==> src/design/btac_pkg.sv <==
// Shared widths, constants and pipeline types of the bulge to arc center block.
`timescale 1ns / 1ps
`default_nettype none
package btac_pkg;

	localparam int COORD_WIDTH = 32;
	localparam int BULGE_W     = 32;
	localparam int THR_W       = 25;
	localparam logic [THR_W-1:0] THR_RESET = THR_W'(17);

	// Coordinate differences and their squares.
	localparam int DIFF_W = COORD_WIDTH + 1;
	localparam int SQ_W   = 2 * DIFF_W;
	localparam int ROOT_W = DIFF_W;
	localparam int REM_W  = ROOT_W + 2;

	// Bulge square, 1.0 squared in Q15.48, and the divisor B * 2^26.
	localparam int BSQ_W     = 2 * BULGE_W - 1;
	localparam int ONE_SHIFT = 48;
	localparam logic [BSQ_W-1:0] ONE_SQ = BSQ_W'(1) << ONE_SHIFT;
	localparam int DEN_SHIFT = 26;
	localparam int DEN_W     = BULGE_W + DEN_SHIFT;

	// Products are split into a low and a high partial product.
	localparam int MUL_LO_W = 32;
	localparam int MUL_HI_W = BSQ_W - MUL_LO_W;
	localparam int NUM_W    = DIFF_W + BSQ_W;

	// Quotient bits kept; anything larger saturates the center anyway.
	localparam int QUO_W      = COORD_WIDTH + 2;
	localparam int DIV_STAGES = QUO_W + 1;

	typedef struct packed {
		logic                   straight;
		logic                   neg;
		logic                   zero;
		logic                   oxneg;
		logic                   oyneg;
		logic [COORD_WIDTH-1:0] mid_x;
		logic [COORD_WIDTH-1:0] mid_y;
	} geo_t;

	typedef struct packed {
		geo_t              geo;
		logic [DIFF_W-1:0] adx;
		logic [DIFF_W-1:0] ady;
		logic [BSQ_W-1:0]  km;
		logic [BSQ_W-1:0]  fac;
		logic [DEN_W-1:0]  den;
	} sq_side_t;

endpackage
`default_nettype wire

==> src/design/btac_sqrt.sv <==
// Pipelined integer square root, one root bit per stage.
`timescale 1ns / 1ps
`default_nettype none
module btac_sqrt (
	input  wire logic                          clk,
	input  wire logic                          en,
	input  wire logic [btac_pkg::SQ_W-1:0]     radicand,
	output logic      [btac_pkg::ROOT_W-1:0]   root
);

	logic [btac_pkg::REM_W-1:0]  rem_s  [1:btac_pkg::ROOT_W];
	logic [btac_pkg::ROOT_W-1:0] root_s [1:btac_pkg::ROOT_W];
	logic [btac_pkg::SQ_W-1:0]   rad_s  [1:btac_pkg::ROOT_W];

	for (genvar k = 0; k < btac_pkg::ROOT_W; k++) begin : g_step
		logic [btac_pkg::REM_W-1:0]  rem_in;
		logic [btac_pkg::ROOT_W-1:0] root_in;
		logic [btac_pkg::SQ_W-1:0]   rad_in;
		logic [btac_pkg::REM_W+1:0]  cur;
		logic [btac_pkg::REM_W+1:0]  trial;
		logic                        ge;

		if (k == 0) begin : g_first
			assign rem_in  = '0;
			assign root_in = '0;
			assign rad_in  = radicand;
		end else begin : g_next
			assign rem_in  = rem_s[k];
			assign root_in = root_s[k];
			assign rad_in  = rad_s[k];
		end

		// Bring down the next two radicand bits and try root*4+1.
		assign cur   = {rem_in, rad_in[btac_pkg::SQ_W-1 -: 2]};
		assign trial = {2'b00, root_in, 2'b01};
		assign ge    = (cur >= trial);

		always_ff @(posedge clk) begin
			if (en) begin
				rem_s[k+1]  <= ge ? btac_pkg::REM_W'(cur - trial) : cur[btac_pkg::REM_W-1:0];
				root_s[k+1] <= {root_in[btac_pkg::ROOT_W-2:0], ge};
				rad_s[k+1]  <= {rad_in[btac_pkg::SQ_W-3:0], 2'b00};
			end
		end
	end

	assign root = root_s[btac_pkg::ROOT_W];

endmodule
`default_nettype wire

==> config.mk <==
export PLATFORM = sky130hd
export DESIGN_NAME = btac_sqrt
export DESIGN_NICKNAME = d
export VERILOG_FILES = /design/src/design/btac_pkg.sv /design/src/design/btac_sqrt.sv
export SDC_FILE = /design/constraint.sdc
export NUM_CORES = 2
export LEC_CHECK = 0
export BUFFER_PORTS_ARGS = -buffer_cell sky130_fd_sc_hd__buf_2
export CORE_MARGIN = 3
export CORE_UTILIZATION = 25
export DETAILED_ROUTE_END_ITERATION = 12
export PLACE_DENSITY_LB_ADDON = 0.08
export SLEW_MARGIN = 0
export SYNTH_ARGS = -nofsm -noshare
export SYNTH_HDL_FRONTEND = slang
export SYNTH_MEMORY_MAX_BITS = 65536
export SYNTH_SLANG_ARGS = --single-unit
==> constraint.sdc <==
create_clock -name clk -period 4.2 [get_ports clk]
set_input_delay 0.84 -clock clk [delete_from_list [all_inputs] [get_ports clk]]
set_output_delay 0.84 -clock clk [all_outputs]
set_load 0.01 [all_outputs]
### Word level (Yosys, flattened, before mapping)

Memory sizes are Yosys's and may differ from the RTL's.
Index checks and enable logic that the tools add are counted.

* bits in writable memories: 4356
* output and inout port bits: 33
* logic and storage cells: 104
* memories kept: 3
* bits of input ports: 68
* latch bits: 0
* flip-flop bits (word level): 0
* ROM bits: 0

Memory list
* rad_s: words 33, width 64, read ports 32, clocked after Yosys merged registers in 0, write ports 33, RTL line btac_sqrt.sv:13 `logic [btac_pkg::SQ_W-1:0] rad_s [1:btac_pkg::ROOT_W];`
* rem_s: words 33, width 35, read ports 32, clocked after Yosys merged registers in 0, write ports 33, RTL line btac_sqrt.sv:11 `logic [btac_pkg::REM_W-1:0] rem_s [1:btac_pkg::ROOT_W];`
* root_s: words 33, width 33, read ports 33, clocked after Yosys merged registers in 0, write ports 33, RTL line btac_sqrt.sv:12 `logic [btac_pkg::ROOT_W-1:0] root_s [1:btac_pkg::ROOT_W];`

* magnitude comparators: 33
* mux-type cells: 35
* bitwise operators: 0
* divide/modulo/power cells: 0
* add/sub/neg operators: 33
* multiply operators: 0
* shifts and indexed selects: 0
* equal/unequal tests: 0
* reductions and logical operators: 0

Operator list (count)
* 37-bit by 35-bit >= comparator with 1-bit output: 32
* 35-bit 2-to-1 mux: 33
* 35-bit subtractor: 32
* 2-bit by 1-bit subtractor with 3-bit output, second input constant: 1
* 2-bit by 1-bit >= comparator with 1-bit output, second input constant: 1
* 1-bit 2-to-1 mux: 2

### Longest topological paths before layout

An unclocked memory read counts as a cell.

* word-level depth: 3
* depth in mapped cells: 14
* mapped depth without buffers: 12

### Worst setup path before layout

OpenSTA, ideal clock, no wires.

* path kind: register to register
* from: register, netlist name rem_s[0][468]
* to: register, netlist name rem_s[0][514]
* library setup time: 0.273 ns
* data arrival time: 3.075 ns
* path slack: 0.852 ns
* required time: 3.927 ns
* period minus slack after synthesis: 3.348 ns
* path buffers: 2
* cell stages (with the launch flop): 12
* path through: edfxtp_1 > buf_6 > or4_4 > nor4_4 > nand4bb_1 > or4_4 > or4_1 > a211o_1 > buf_6 > nand2_8 > nor4b_1 > xor2_1

==> summary.md <==
| Metric | Value |
|---|---|
| DR iter-0 viols | `~5000` |
| Htree depth | `5` |
| Fin Hold WS | `roughly 130 ps` |
| Total global-route track usage | `12.3%` |
| HP Class | `in2reg` |
| Slew margin rel. | `between 15 and 20%` |
| Fin crit period | `just under 4000 ps` |
| GR Overflow Total | `0` |
| Pwr dens | `between 500 and 600 mW/mm²` |
| Wirelength, routed | `around 330 mm` |
| Total number of vias | `a little under 80000` |
| Post-synth top cells | `2684 x edfxtp_1, 774 x nand2_1, 772 x inv_1` |
| First-pass GRT wire length | `between 400 and 500 mm` |
| P_leak | `between 50 and 60 nW` |
| Post-synthesis sequential area ratio | `approximately 64%` |
| Syn avg cell area | `12.8 µm²` |
| Crit path kind | `reg2reg` |
| Vias in the first global route | `roughly 80000` |
| Cell taking the most area after synthesis | `edfxtp_1` |
| Count leader, synth | `edfxtp_1` |
| Switching Share | `between 20 and 30%` |
| Power share of the clock group | `between 30% and 40%` |
| Dominant synthesized flop cell | `edfxtp_1` |
| TritonCTS buffer count | `about 340` |
| Worst Max-Slew Pin Slew | `roughly 1300 ps` |
| Final period util | `roughly nine tenths` |
| Die Height | `around 720 µm` |
| Via density | `4.44` |
| Cell Area, Placed | `roughly 0.14 mm²` |
| Async set-reset flop share out of synthesis | `0%` |
| DIE AREA | `0.512 mm²` |
| Worst Path Required | `between 4000 and 5000 ps` |
| Routed len/inst | `approximately 19 µm` |
| Distinct cells, synth | `97` |
| CP Launch Type | `flop` |
| Synth area leaders | `edfxtp_1 64%, ha_1 5.9%, xor2_1 3.5%` |
| Max-Cap Viols | `0` |
| Placer Congestion | `~0.84` |
| Die width | `a little over 700 µm` |
| Port Buf Inserts | `100` |
| Clock Tree Buf Depth | `4` |
| VDD IR max | `around 0.00032 V` |
| Post-synth EDFFs | `approximately 2700` |
| Crit Path Max Fanout | `slightly above 40` |
| Setup TNS | `0 ps` |
| Psw | `roughly 24 mW` |
| Sequential share of power | `44.9%` |
| Cell area after synthesis | `roughly 0.13 mm²` |
| Crit path arrival time | `about 4500 ps` |
| Final antenna-violating net count | `0` |
| Max Slew Vio Count | `0` |
| Remaining DRCs | `0` |
| Endpoints failing setup | `0` |
| Cell count after synthesis | `~10000` |
| Clock sinks | `~2700` |
| IO Count | `a little over 100` |
| Filler cell count in the final layout | `about 51000` |
| CTS tree | `done` |
| Total power | `slightly above 80 mW` |
| Drt pass-1 iters | `7` |
| Unrepaired setup endpoints after global routing | `false` |
| CP endpoint kind | `flop` |
| Nets | `between 10000 and 15000` |
| Area Overhead vs Synth | `17.5%` |
| Synth warn | `0` |
| Initial Utilization | `25.1%` |
| Row count | `260` |
| Fin. Hold Viols | `0` |
| Share of layout cells above drive strength 1 | `a little over 9%` |
| Run status | `finished, final reports clean` |
| Hpwl dp | `around 240 mm` |
| Largest net degree at the start of global routing | `~130` |
| Pint | `57.2 mW` |
| #FFs+latches synth | `around 2700` |
| Yosys top cell area share | `64.0%` |
| Core Region | `0.502 mm²` |
| Comb power frac | `~20%` |
| Initial antenna violation count | `11` |
| Clock root buffer | `clkbuf_16` |
| Final instance area | `approximately 0.15 mm²` |
| Clk_lat worst skew | `940 ps` |
| Worst-path clk slew | `around 60 ps` |
| Synth Net Count | `approximately 11000` |
| Setup Skew | `76.8 ps` |
| Fmax | `roughly 260 MHz` |
[what timing repair did]
item                                    in CTS  in global routing
endpoints found under the setup margin       0                 33
resized for setup                            0                  2
buffers inserted                             0                  0
hold endpoints to repair                    56                  0
hold buffers                                56                  0
[final timing paths]
kind / from / endpoint / slack (ps) / depth (start not counted)
worst max-delay path: rem_s[0][825] / rem_s[0][841] / 350 / 10
worst min-delay path: radicand[8] / rad_s[0][72] / 130 / 1
worst max register to register: rem_s[0][825] / rem_s[0][841] / 350 / 10
worst min register to register: rad_s[0][1191] / rad_s[0][1257] / 390 / 0
[final cells by class]
class | instances | area (µm²) | share of cell area (%)
inverter | 775 | 2910 | 1.97
sequential | 2684 | 80600 | 54.5
timing repair buffer | 412 | 3550 | 2.40
tap | 6681 | 8360 | 5.65
clock buffer | 401 | 8690 | 5.88
antenna | 6 | 15.0 | 0.0101
multi-input combinational | 6210 | 41700 | 28.2
clock inverter | 203 | 2140 | 1.45
[worst max-delay path: stages (launching register included)]
cell and delay (ps):
edfxtp_1 400, ha_1 400, a21o_1 210, a21o_1 190, a211o_1 310, or3_1 410
nor3_1 310, o41ai_1 190, a31oi_4 500, buf_12 270, mux2i_1 380
[power by group through the flow]
stage / registers [mW] / clock network (mW) / logic (mW)
after global routing: 36.7 / 30.9 / 18.3
after CTS: 36.5 / 29.9 / 16.4
after floorplan: 35.6 / 0 / 11.3
after detailed placement: 37.0 / 0 / 16.2
after global placement: 37.1 / 0 / 16.2
final: 36.4 / 28.4 / 16.3
[cell families after synthesis]
group           Yosys count  share of synthesized area (%)
flops                  2684                           64.0
simple gates           2650                           10.5
compound gates         2023                           9.98
buf+inv                 977                           2.95
xor+xnor                889                           6.18
fa+ha+maj               596                           5.92
mux                      51                          0.447
other cells               1                        0.00298
[per-layer routing]
metal | track usage [%] | share of wire, %
met1 | 16.3 | 46
met2 | 20.7 | 47
met3 | 1.69 | 3.5
met4 | 4.28 | 3.6
met5 | 0 | 0.0040
[cell usage in the layout (no fill, tap or decap), types with 99 or more instances in the layout]
master,synthesis,layout
edfxtp_1,2684,2684
a21oi_1,535,532
ha_1,596,596
nand4_1,112,112
o21a_1,114,114
a21o_1,250,250
nand2_1,774,774
clkbuf_16,0,338
nor3_1,274,273
nor2_1,518,517
nor4_1,144,143
buf_4,0,212
nand3_1,175,175
or3_1,114,114
o21ai_0,605,604
nand2b_1,111,111
buf_2,11,99
inv_1,772,772
xnor2_1,390,390
xor2_1,499,499
[registers in the layout, summed over array words and instances (netlist names)]
signal and cells:
rem_s 1067, rad_s 1056, root_s 561
[per-stage QoR]
stage / instances / worst slack, ps / util, %
after floorplan: 9871 / 852 / -
after global placement: 16700 / 158 / 27.2
after detailed placement: 16700 / 162 / 27.2
after CTS: 17400 / 117 / 29.5
after global routing: 17400 / 21.3 / 29.5
final: 17400 / 347 / 29.5
Note: power is estimated with default switching activity, not from simulation.
